## src/rtl/qlu_pkg.sv

```systemverilog
// ----------------------------------------------------------------------------
// qlu_pkg
// shared types, codes and constants of the quoted line unescaper
// ----------------------------------------------------------------------------
package qlu_pkg;

    localparam int LINE_LIMIT_DEF = 100;
    localparam int MAX_RESULTS    = 3;
    localparam int QUEUE_DEPTH    = 4;
    localparam int LEN_W          = 7;
    localparam int SLOT_W         = 2;

    localparam logic [7:0] CHAR_NL    = 8'h0A;
    localparam logic [7:0] CHAR_TAB   = 8'h09;
    localparam logic [7:0] CHAR_BS    = 8'h5C;
    localparam logic [7:0] CHAR_QUOTE = 8'h22;

    typedef enum logic [1:0] {
        KIND_LINE = 2'd0,
        KIND_STR  = 2'd1,
        KIND_SEP  = 2'd2,
        KIND_EOL  = 2'd3
    } t_kind;

    typedef enum logic [1:0] {
        MODE_LINE     = 2'd0,
        MODE_STR      = 2'd1,
        MODE_AFTER_NL = 2'd2,
        MODE_AFTER_BS = 2'd3
    } t_mode;

    typedef struct packed {
        t_kind      kind;
        logic [7:0] value;
    } t_slot;

    // results caused by one byte, end of line always in the last used slot
    typedef struct packed {
        t_slot [MAX_RESULTS-1:0] slot;
        logic [SLOT_W-1:0]       cnt;
        logic [LEN_W-1:0]        len;
        logic                    open_str;
    } t_plan;

endpackage

```

## src/rtl/quoted_line_unescaper.sv

```systemverilog
// ----------------------------------------------------------------------------
// quoted_line_unescaper
// line splitter and double-quoted string unescaper for a byte stream
// ----------------------------------------------------------------------------
// Takes one byte item per clock and turns it into zero to three result items:
// line characters (the first LINE_LIMIT of each line), unescaped string bytes,
// a NUL separator ahead of each string that follows a non-empty string on the
// same line, and an end-of-line item with the stored line length at a newline
// outside a string or at the end of the file (open_string set when the file
// ends inside a string). Input bytes are taken one per cycle as long as the
// four-entry queue between front and back has room; results leave one per
// cycle through the output register while the result side does not stall, so
// the sustained rate is one byte per cycle for bytes that give one result or
// none, and bytes that give two or three results send them out one by one.
// An accepted byte's results pass through the queue, then the output register.
// ----------------------------------------------------------------------------
module quoted_line_unescaper #(
    parameter int LINE_LIMIT = qlu_pkg::LINE_LIMIT_DEF
) (
    input  logic                      i_clk,
    input  logic                      i_rst_n,
    // byte channel
    input  logic                      i_valid,
    output logic                      o_stall,
    input  logic [7:0]                i_byte_in,
    input  logic                      i_end_of_file,
    // result channel
    output logic                      o_valid,
    input  logic                      i_stall,
    output logic [1:0]                o_kind,
    output logic [7:0]                o_value,
    output logic [qlu_pkg::LEN_W-1:0] o_line_length,
    output logic                      o_open_string,
    output logic                      o_last
);
    import qlu_pkg::*;

    logic  s_accept;
    logic  s_push, s_full, s_pop, s_q_valid;
    t_plan s_plan, s_q_plan;

    // a byte is taken whenever the queue has a free entry
    assign o_stall  = s_full;
    assign s_accept = i_valid && !s_full;

    // front: mode, line count and separator state, builds the result list
    qlu_front #(
        .LINE_LIMIT (LINE_LIMIT)
    ) u_front (
        .i_clk         (i_clk),
        .i_rst_n       (i_rst_n),
        .i_accept      (s_accept),
        .i_byte_in     (i_byte_in),
        .i_end_of_file (i_end_of_file),
        .o_push        (s_push),
        .o_plan        (s_plan)
    );

    // decouples byte intake from result delivery
    qlu_queue u_queue (
        .i_clk   (i_clk),
        .i_rst_n (i_rst_n),
        .i_push  (s_push),
        .i_plan  (s_plan),
        .i_pop   (s_pop),
        .o_full  (s_full),
        .o_valid (s_q_valid),
        .o_plan  (s_q_plan)
    );

    // back: one result item per cycle into the output register while not stalled
    qlu_back u_back (
        .i_clk         (i_clk),
        .i_rst_n       (i_rst_n),
        .i_q_valid     (s_q_valid),
        .i_q_plan      (s_q_plan),
        .o_pop         (s_pop),
        .o_valid       (o_valid),
        .i_stall       (i_stall),
        .o_kind        (o_kind),
        .o_value       (o_value),
        .o_line_length (o_line_length),
        .o_open_string (o_open_string),
        .o_last        (o_last)
    );

endmodule

```

## src/rtl/qlu_front.sv

```systemverilog
// ----------------------------------------------------------------------------
// qlu_front
// classifies each byte, keeps the line state, builds the list of results
// ----------------------------------------------------------------------------
module qlu_front #(
    parameter int LINE_LIMIT = qlu_pkg::LINE_LIMIT_DEF
) (
    input  logic           i_clk,
    input  logic           i_rst_n,
    input  logic           i_accept,
    input  logic [7:0]     i_byte_in,
    input  logic           i_end_of_file,
    output logic           o_push,
    output qlu_pkg::t_plan o_plan
);
    import qlu_pkg::*;

    localparam logic [LEN_W-1:0] LimW = LEN_W'(LINE_LIMIT);

    t_mode            r_mode, n_mode, s_mode_mid;
    logic [LEN_W-1:0] r_count, n_count, s_count_mid;
    logic             r_nonempty, n_nonempty;
    logic             s_line_ended;
    logic             s_below;

    assign s_below = (r_count < LimW);

    // next state
    always_comb begin
        s_mode_mid   = r_mode;
        s_count_mid  = r_count;
        n_nonempty   = r_nonempty;
        s_line_ended = 1'b0;
        unique case (r_mode)
            MODE_LINE: begin
                if (i_byte_in == CHAR_NL) begin
                    s_count_mid  = '0;
                    n_nonempty   = 1'b0;
                    s_line_ended = 1'b1;
                end else begin
                    if (s_below) s_count_mid = r_count + 1'b1;
                    if (i_byte_in == CHAR_QUOTE) s_mode_mid = MODE_STR;
                end
            end
            MODE_AFTER_BS: begin
                n_nonempty = 1'b1;
                s_mode_mid = MODE_STR;
            end
            default: begin
                if (r_mode == MODE_AFTER_NL && i_byte_in == CHAR_TAB) begin
                    s_mode_mid = MODE_STR;
                end else if (i_byte_in == CHAR_QUOTE) begin
                    s_mode_mid = MODE_LINE;
                end else if (i_byte_in == CHAR_BS) begin
                    s_mode_mid = MODE_AFTER_BS;
                end else begin
                    n_nonempty = 1'b1;
                    s_mode_mid = (i_byte_in == CHAR_NL) ? MODE_AFTER_NL : MODE_STR;
                end
            end
        endcase
        n_mode  = s_mode_mid;
        n_count = s_count_mid;
        if (i_end_of_file) begin
            n_mode     = MODE_LINE;
            n_count    = '0;
            n_nonempty = 1'b0;
        end
    end

    // result list
    always_comb begin
        o_plan = '0;
        unique case (r_mode)
            MODE_LINE: begin
                if (i_byte_in == CHAR_NL) begin
                    o_plan.slot[o_plan.cnt] = '{kind: KIND_EOL, value: 8'd0};
                    o_plan.cnt = o_plan.cnt + 1'b1;
                end else begin
                    if (s_below) begin
                        o_plan.slot[o_plan.cnt] = '{kind: KIND_LINE, value: i_byte_in};
                        o_plan.cnt = o_plan.cnt + 1'b1;
                    end
                    if (i_byte_in == CHAR_QUOTE && r_nonempty) begin
                        o_plan.slot[o_plan.cnt] = '{kind: KIND_SEP, value: 8'd0};
                        o_plan.cnt = o_plan.cnt + 1'b1;
                    end
                end
            end
            MODE_AFTER_BS: begin
                o_plan.slot[o_plan.cnt] = '{kind: KIND_STR, value: i_byte_in};
                o_plan.cnt = o_plan.cnt + 1'b1;
            end
            default: begin
                if (!(r_mode == MODE_AFTER_NL && i_byte_in == CHAR_TAB) &&
                    i_byte_in != CHAR_QUOTE && i_byte_in != CHAR_BS) begin
                    o_plan.slot[o_plan.cnt] = '{kind: KIND_STR, value: i_byte_in};
                    o_plan.cnt = o_plan.cnt + 1'b1;
                end
            end
        endcase
        if (i_end_of_file) begin
            if (s_mode_mid == MODE_AFTER_BS) begin
                o_plan.slot[o_plan.cnt] = '{kind: KIND_STR, value: CHAR_BS};
                o_plan.cnt = o_plan.cnt + 1'b1;
            end
            if (!s_line_ended) begin
                o_plan.slot[o_plan.cnt] = '{kind: KIND_EOL, value: 8'd0};
                o_plan.cnt      = o_plan.cnt + 1'b1;
                o_plan.open_str = (s_mode_mid != MODE_LINE);
            end
        end
        o_plan.len = s_line_ended ? r_count : s_count_mid;
        o_push     = i_accept && (o_plan.cnt != '0);
    end

    always_ff @(posedge i_clk) begin
        if (!i_rst_n) begin
            r_mode     <= MODE_LINE;
            r_count    <= '0;
            r_nonempty <= 1'b0;
        end else if (i_accept) begin
            r_mode     <= n_mode;
            r_count    <= n_count;
            r_nonempty <= n_nonempty;
        end
    end

endmodule

```

## src/rtl/qlu_queue.sv

```systemverilog
// ----------------------------------------------------------------------------
// qlu_queue
// short queue of result lists between front and back
// ----------------------------------------------------------------------------
module qlu_queue (
    input  logic           i_clk,
    input  logic           i_rst_n,
    input  logic           i_push,
    input  qlu_pkg::t_plan i_plan,
    input  logic           i_pop,
    output logic           o_full,
    output logic           o_valid,
    output qlu_pkg::t_plan o_plan
);
    import qlu_pkg::*;

    localparam int PtrW = $clog2(QUEUE_DEPTH);
    localparam int CntW = $clog2(QUEUE_DEPTH + 1);

    t_plan             r_mem [QUEUE_DEPTH];
    logic [PtrW-1:0]   r_wr, r_rd;
    logic [CntW-1:0]   r_cnt;
    logic              s_push, s_pop;

    assign o_full  = (r_cnt == CntW'(QUEUE_DEPTH));
    assign o_valid = (r_cnt != '0);
    assign o_plan  = r_mem[r_rd];
    assign s_push  = i_push && !o_full;
    assign s_pop   = i_pop && o_valid;

    always_ff @(posedge i_clk) begin
        if (s_push) r_mem[r_wr] <= i_plan;
    end

    always_ff @(posedge i_clk) begin
        if (!i_rst_n) begin
            r_wr  <= '0;
            r_rd  <= '0;
            r_cnt <= '0;
        end else begin
            if (s_push) r_wr <= r_wr + 1'b1;
            if (s_pop)  r_rd <= r_rd + 1'b1;
            r_cnt <= r_cnt + CntW'(s_push) - CntW'(s_pop);
        end
    end

endmodule

```

## src/rtl/qlu_back.sv

```systemverilog
// ----------------------------------------------------------------------------
// qlu_back
// walks the queued result lists and drives one result item per cycle unless stalled
// ----------------------------------------------------------------------------
module qlu_back (
    input  logic                      i_clk,
    input  logic                      i_rst_n,
    input  logic                      i_q_valid,
    input  qlu_pkg::t_plan            i_q_plan,
    output logic                      o_pop,
    output logic                      o_valid,
    input  logic                      i_stall,
    output logic [1:0]                o_kind,
    output logic [7:0]                o_value,
    output logic [qlu_pkg::LEN_W-1:0] o_line_length,
    output logic                      o_open_string,
    output logic                      o_last
);
    import qlu_pkg::*;

    logic [SLOT_W-1:0] r_idx;
    logic              r_valid;
    t_kind             r_kind;
    logic [7:0]        r_value;
    logic [LEN_W-1:0]  r_len;
    logic              r_open, r_last;
    logic              s_load, s_end;
    t_slot             s_slot;

    assign s_load = i_q_valid && (!r_valid || !i_stall);
    assign s_slot = i_q_plan.slot[r_idx];
    assign s_end  = (r_idx == i_q_plan.cnt - 1'b1);
    assign o_pop  = s_load && s_end;

    always_ff @(posedge i_clk) begin
        if (!i_rst_n) begin
            r_valid <= 1'b0;
            r_idx   <= '0;
        end else begin
            if (s_load) begin
                r_valid <= 1'b1;
                r_idx   <= s_end ? '0 : r_idx + 1'b1;
            end else if (!i_stall) begin
                r_valid <= 1'b0;
            end
        end
    end

    always_ff @(posedge i_clk) begin
        if (s_load) begin
            r_kind  <= s_slot.kind;
            r_value <= s_slot.value;
            r_len   <= (s_slot.kind == KIND_EOL) ? i_q_plan.len : '0;
            r_open  <= (s_slot.kind == KIND_EOL) && i_q_plan.open_str;
            r_last  <= s_end;
        end
    end

    assign o_valid       = r_valid;
    assign o_kind        = r_kind;
    assign o_value       = r_value;
    assign o_line_length = r_len;
    assign o_open_string = r_open;
    assign o_last        = r_last;

endmodule

```

## config.mk

```make
export PLATFORM = sky130hd
export DESIGN_NAME = quoted_line_unescaper
export DESIGN_NICKNAME = d
export VERILOG_FILES = /design/src/rtl/qlu_pkg.sv /design/src/rtl/quoted_line_unescaper.sv /design/src/rtl/qlu_front.sv /design/src/rtl/qlu_queue.sv /design/src/rtl/qlu_back.sv
export SDC_FILE = /design/constraint.sdc
export NUM_CORES = 1
export LEC_CHECK = 0
export ABC_AREA = 0
export BUFFER_PORTS_ARGS = -buffer_cell sky130_fd_sc_hd__buf_4
export CAP_MARGIN = 20
export CORE_MARGIN = 1.5
export CORE_UTILIZATION = 55
export DETAILED_ROUTE_END_ITERATION = 7
export PLACE_DENSITY = 0.78
export SKIP_CTS_REPAIR_TIMING = 1
export SLEW_MARGIN = 5
export SYNTH_ARGS = -nofsm -noshare
export SYNTH_HDL_FRONTEND = slang
export SYNTH_SLANG_ARGS = --single-unit
```

## constraint.sdc

```tcl
create_clock -name i_clk -period 4.5 [get_ports i_clk]
set_clock_uncertainty 0.15 [all_clocks]
set_input_delay 0.45 -clock i_clk [delete_from_list [all_inputs] [get_ports i_clk]]
set_output_delay 0.45 -clock i_clk [all_outputs]
set_load 0.01 [all_outputs]
```

==> results.md, run 1 <==
- Period utilization: 90.7%
- Post-synthesis net count: 473
- Vias: 3,911
- # IOs: 34
- Total power: 4.01 mW
- Synthesized area: 0.00648 mm^2
- Status: finished, final reports clean
- Achievable Freq: 245 MHz
- Critical path class: reg2reg
- DRC Markers: 0
- Req. time, crit path: 4.66 ns
- Clock H-tree levels: 4
- Post-synth top area cell: edfxtp_1
- Hold Vio Cnt, Final: 0
- Die Wd: 112 um
- Crit Path Max Fanout: 6
- Global-route wire length before repair: 20.2 mm
- Slew Limit Fails: 0
- Final setup viols: 0
- Final Critical Period: 4.08 ns
- Least-Margin Pin Slew: 0.773 ns
- Synth cell types: 64
- Clk sinks: 145
- CP startpoint kind: flip-flop
- Num rows: 39
- Ys flop type: edfxtp_1
- Yosys reg bits: 145
- DP HPWL: 7.97 mm
- Post-synth ARST share: 0%
- Finished Core Util: 65.5%
- Yosys warns: 0
- CP endpoint kind: flip-flop
- Power density over the cells: 533 mW/mm^2
- Routed Antenna Nets: 0
- Overall routed net length: 12.6 mm
- CTS max path bufs: 2
- RSZ-0062 raised after global routing: false
- Leakage dissipation: 2.75 nW
- GRT Overall Usage: 21.6%
- Most frequent cells in the layout: edfxtp_1 (123), buf_4 (43), nand2_1 (27), mux4_2 (26), inv_1 (23)
- Post-synth EDFFs: 123
- Core area: 0.0115 mm^2
- Drt pass-1 iters: 5
- Routability congestion estimate: 0.979
- Largest cells by area after synthesis: edfxtp_1 (57%), mux4_2 (9.0%), dfxtp_1 (6.8%)
- Commonest non-fill, non-tap cell in the layout: edfxtp_1
- Synth Instances: 441
- Synthesized area per cell: 14.7 um^2
- ANT cells: 0
- # Max-Cap Violations: 0
- Worst skew pair latency: 0.41 ns
- Number of global-route vias before repair: 3,902
- Num CTS Buffers: 17
- Slew margin rel.: 48.1%
- Vias per cell: 6.04
- Share of the synthesized area in the top cell type: 57.0%
- NumNets Final: 524
- GR Overflow Total: 0
- Largest net degree at the start of global routing: 27
- Sum Neg Setup Slack: 0 ns
- DR WL/cell: 19.5 um
- Max VDD drop: 0.449 mV
- Starting Density: 56.5%
- Hold Crit Class: in2reg
- Worst hold margin: 0.164 ns
- Initial antenna violation count: 0
- Sequential share of the synthesized area: 63.8%
- Layout cells sized above 1: 24.2%
- Arr. time, crit path: 4.25 ns
- Layout area overhead: 16.0%
- PortBufs: 33
- Root Driver: clkbuf_16
- CTS tree: built
- Initial DRC count: 379
- CTS clk-pin slew, worst paths: 0.06 ns
- Die Footprint: 0.0124 mm^2
- Chip height: 112 um
==> path summary, 6_finish.rpt <==
path                                   startpoint                              end  slack [ns]  cells past startpoint
setup reg to reg   u_front.r_mode[1]$_SDFFE_PN0P_      u_queue.r_cnt[2]$_SDFF_PN0_        0.42                     19
hold / removal                            i_stall      u_back.o_valid$_SDFFE_PN0P_        0.16                      3
hold reg to reg   u_front.r_nonempty$_SDFFE_PN0P_  u_front.r_nonempty$_SDFFE_PN0P_        0.32                      2
setup / recovery   u_front.r_mode[1]$_SDFFE_PN0P_      u_queue.r_cnt[2]$_SDFF_PN0_        0.42                     19
==> worst max-delay path, cell delays in order, from the launching register on <==
cell and delay [ns]:
dfxtp_1 0.41, inv_1 0.07, ha_1 0.39, nand3b_1 0.21, a31oi_1 0.30, a31oi_4 0.11, nor2_1 0.28, nand2_1 0.09
o21a_1 0.14, ha_1 0.26, nand2b_1 0.14, o41ai_1 0.07, mux2i_1 0.19, a31oi_4 0.18, ha_1 0.16, inv_1 0.05
fa_1 0.37, xnor2_1 0.15, xnor2_1 0.12, and2_1 0.15
==> cells by family (layout without fill, tap and decap cells) <==
kind of cell             Yosys count  after routing  share of synthesized area [%]
AO/OA/AOI/OAI                     60             60                           6.45
flip-flops                       145            145                           63.8
XOR/XNOR                          10             10                           1.35
buffers and inverters             39            102                           2.47
multiplexers                      34             34                           10.3
adder cells (fa/ha/maj)           19             19                           3.78
AND/OR/NAND/NOR                  134            134                           11.9
==> layout make-up <==
class                           count  area [um^2]
Sequential cell                   145         4140
Fill cell                         775         3950
Multi-Input combinational cell    257         2190
Clock buffer                       17          425
Timing Repair Buffer               47          403
Tap cell                          143          179
Clock inverter                     14         92.6
Inverter                           24         90.1
==> layer usage <==
metal / vias to the layer above / track usage, % / share of wire (%)
met5: - / 0 / 0
met4: 0 / 5.65 / 1.5
met3: 22 / 7.57 / 7.9
met2: 205 / 35.7 / 50
met1: 1898 / 27.6 / 40
li1: 1786 / - / -
==> through the flow <==
stage | setup slack [ns] | instance area (um^2) | instances
4_1_cts | 0.336 | 7520 | 647
6_report | 0.417 | 7520 | 647
2_1_floorplan | 0.374 | 6480 | 441
3_3_place_gp | 0.242 | 7000 | 616
5_1_grt | 0.101 | 7520 | 647
3_5_place_dp | 0.122 | 7000 | 616
==> where the power goes <==
| group | total, mW | internal [mW] | switching (mW) |
|---|---|---|---|
| clock | 1.22 | 0.695 | 0.521 |
| sequential | 1.83 | 1.73 | 0.109 |
| combinational | 0.956 | 0.449 | 0.508 |
==> sequential cells by signal (all words and copies together) (netlist names), 3 cells and up, named ones only <==
name,count
u_queue.r_cnt,3
u_queue.r_mem,104
u_back.o_line_length,7
u_back.o_value,8
u_front.r_count,7
==> synthesized netlist by cell type (2+ instances only) <==
library cell and n:
a21boi_0 3, a22oi_1 2, o211ai_1 2, clkbuf_1 8, mux2_2 2, buf_1 3
nand4_1 4, and3_1 13, edfxtp_1 123, mux2i_1 6, inv_1 23, o21a_1 4
nor2b_1 14, and2_1 11, ha_1 18, nor2_1 17, buf_2 2, nand2_1 27
o31ai_1 4, xor2_1 5, xnor2_1 5, dfxtp_1 22, nor3b_1 5, a31oi_1 3
a31oi_4 2, nor3_1 11, or3_1 2, a21oi_1 17, o21ai_1 2, mux4_2 26
nand3_1 8, nand2b_1 4, o21ai_0 9, and2_2 4
No activity file was read; power rests on OpenSTA's default activity.
==> run 2: changes to the inputs <==
==> constraint.sdc (replaced) <==
create_clock -name i_clk -period 4.4 [get_ports i_clk]
set_clock_uncertainty 0.15 [all_clocks]
set_input_delay 0.44 -clock i_clk [delete_from_list [all_inputs] [get_ports i_clk]]
set_output_delay 0.44 -clock i_clk [all_outputs]
set_load 0.01 [all_outputs]
==> results.md, run 2 (synthesized netlist as in run 1, its figures left out) <==
- Req. time, crit path: 4.56 ns
- Most frequent cells in the layout: edfxtp_1 (123), buf_4 (50), nand2_1 (27), mux4_2 (26), inv_1 (23)
- Slew margin rel.: 48.1%
- NumNets Final: 531
- Power density over the cells: 556 mW/mm^2
- Total power: 4.25 mW
- Initial antenna violation count: 0
- Achievable Freq: 246 MHz
- PortBufs: 33
- Hold Crit Class: in2reg
- Arr. time, crit path: 4.23 ns
- Least-Margin Pin Slew: 0.774 ns
- Worst r2r dst: u_queue.r_cnt[2]$_SDFF_PN0_
- Sw Pwr: 1.19 mW
- Clock H-tree levels: 4
- Layout area overhead: 17.8%
- CTS tree: built
- Largest net degree at the start of global routing: 27
- GR Overflow Total: 0
- Drt pass-1 iters: 5
- Root Driver: clkbuf_16
- Bufs and invs on worst path: 2
- Final non-filler cell total: 655
- Top reg by flops: u_queue.r_mem
- CP endpoint kind: flip-flop
- Switching Fraction: 27.9%
- Starting Density: 56.5%
- Final Critical Period: 4.07 ns
- Period utilization: 92.4%
- Dpl cells: 623
- CTS clk-pin slew, worst paths: 0.06 ns
- # Max-Cap Violations: 0
- Core area: 0.0115 mm^2
- Critical path class: reg2reg
- Post-Place Worst Slack: 0.0596 ns
- Max VDD drop: 0.559 mV
- Clock power share: 32.9%
- DP HPWL: 8.17 mm
- Non-Filler Cell Area, Final: 0.00764 mm^2
- Sum Neg Setup Slack: 0 ns
- Flop-to-flop setup slack: 0.33 ns
- Layout cells sized above 1: 25.4%
- CP startpoint kind: flip-flop
- Max stage delay on crit path: 0.37 ns
- RSZ-0062 raised after global routing: false
- Hold EP: u_back.o_valid$_SDFFE_PN0P_
- Status: finished, final reports clean
- Commonest non-fill, non-tap cell in the layout: edfxtp_1
- Max FFs per register: 104
- Hold Vio Cnt, Final: 0
- Initial DRC count: 312
- CTS max path bufs: 2
- Global-route wire length before repair: 20.0 mm
- GRT Overall Usage: 21.5%
- HP Start: i_stall
- Clk sinks: 145
- Crit Path Max Fanout: 3
- DRC Markers: 0
- Worst skew pair latency: 0.42 ns
- R2r worst-path depth: 21
- Combinational power share: 23.0%
- DR WL/cell: 19.2 um
- Leakage dissipation: 2.81 nW
- Most used cell, CP: ha_1
- Final worst slack: 0.334 ns
- Slowest CP cell: fa_1
- WHS Path Cells: 3
- Crit-path leading delay family: adder cells
- Vias: 3,822
- Dpl cell area: 0.00705 mm^2
- Slew Limit Fails: 0
- Final setup viols: 0
- Chip height: 112 um
- Sequential power share: 44.1%
- Int Power: 3.06 mW
- Worst-path cell chain: inv_1 > ha_1 > nand2_1 > o21ai_0 > a21boi_0 > nor2_1 > a21o_1 > ha_1 > nand2_1 > o21a_1 > ha_1 > nand2b_1 > o41ai_1 > mux2i_1 > a31oi_4 > ha_1 > inv_1 > fa_1 > xnor2_1 > xnor2_1 > and2_1
- Routability congestion estimate: 0.876
- Routed Antenna Nets: 0
- Die Footprint: 0.0124 mm^2
- Vias per cell: 5.84
- Die Wd: 112 um
- Num rows: 39
- # IOs: 34
- ANT cells: 0
- R2r startpoint: u_front.r_mode[0]$_SDFFE_PN0P_
- Number of global-route vias before repair: 3,832
- Overall routed net length: 12.6 mm
- CP startpoint: u_front.r_mode[0]$_SDFFE_PN0P_
- Num CTS Buffers: 17
run 2: worst register-to-register path: stages, from the launching register on:
cell and delay [ns]:
dfxtp_1 0.36, inv_1 0.09, ha_1 0.20, nand2_1 0.08
o21ai_0 0.07, a21boi_0 0.30, nor2_1 0.12, a21o_1 0.22
ha_1 0.33, nand2_1 0.07, o21a_1 0.15, ha_1 0.23
nand2b_1 0.14, o41ai_1 0.06, mux2i_1 0.20, a31oi_4 0.17
ha_1 0.16, inv_1 0.05, fa_1 0.37, xnor2_1 0.20
xnor2_1 0.09, and2_1 0.16
run 2: power by group through the flow:
stage	registers [mW]	logic (mW)	clock network, mW
after detailed placement	1.90	0.988	0
after global routing	1.90	1.08	1.47
after CTS	1.88	0.994	1.43
after floorplan	1.91	0.597	0
after global placement	1.89	0.972	0
final	1.87	0.978	1.40
run 2: worst max-delay path by stage:
| stage | cells past startpoint | to | slack [ns] |
|---|---|---|---|
| 2_1_floorplan | 19 | u_queue.r_cnt[2]$_SDFF_PN0_ | 0.28 |
| 3_3_place_gp | 20 | u_queue.r_cnt[2]$_SDFF_PN0_ | 0.19 |
| 3_5_place_dp | 21 | u_queue.r_cnt[2]$_SDFF_PN0_ | 0.06 |
| 4_1_cts | 18 | u_queue.r_cnt[2]$_SDFF_PN0_ | 0.30 |
| 5_1_grt | 19 | u_queue.r_cnt[2]$_SDFF_PN0_ | 0.002 |
| 6_report | 21 | u_queue.r_cnt[2]$_SDFF_PN0_ | 0.33 |
run 2: through the flow:
stage                     util [%]  hold slack (ns)
after floorplan                  -            0.279
after global placement        61.5            0.312
after detailed placement      61.5            0.313
after CTS                     66.6            0.151
after global routing          66.6            0.168
final                         66.6            0.164
run 2: cell type report:
class                   count  area, um^2
flip-flops and latches    145        4140
fillers                   766        3830
multi-input cells         257        2190
repair buffers             54         455
clock buffers              17         425
well taps                 143         179
clock inverters            15         159
inverters                  24        90.1
run 2: metal layers:
metal / global-route usage (%) / routed length, um / vias to the layer above / share of wire (%)
li1: - / - / 1801 / -
met1: 27.9 / 5480 / 1883 / 44
met2: 34.6 / 6150 / 117 / 49
met3: 5.61 / 652 / 21 / 5.2
met4: 9.37 / 299 / 0 / 2.4
met5: 0 / 0 / - / 0
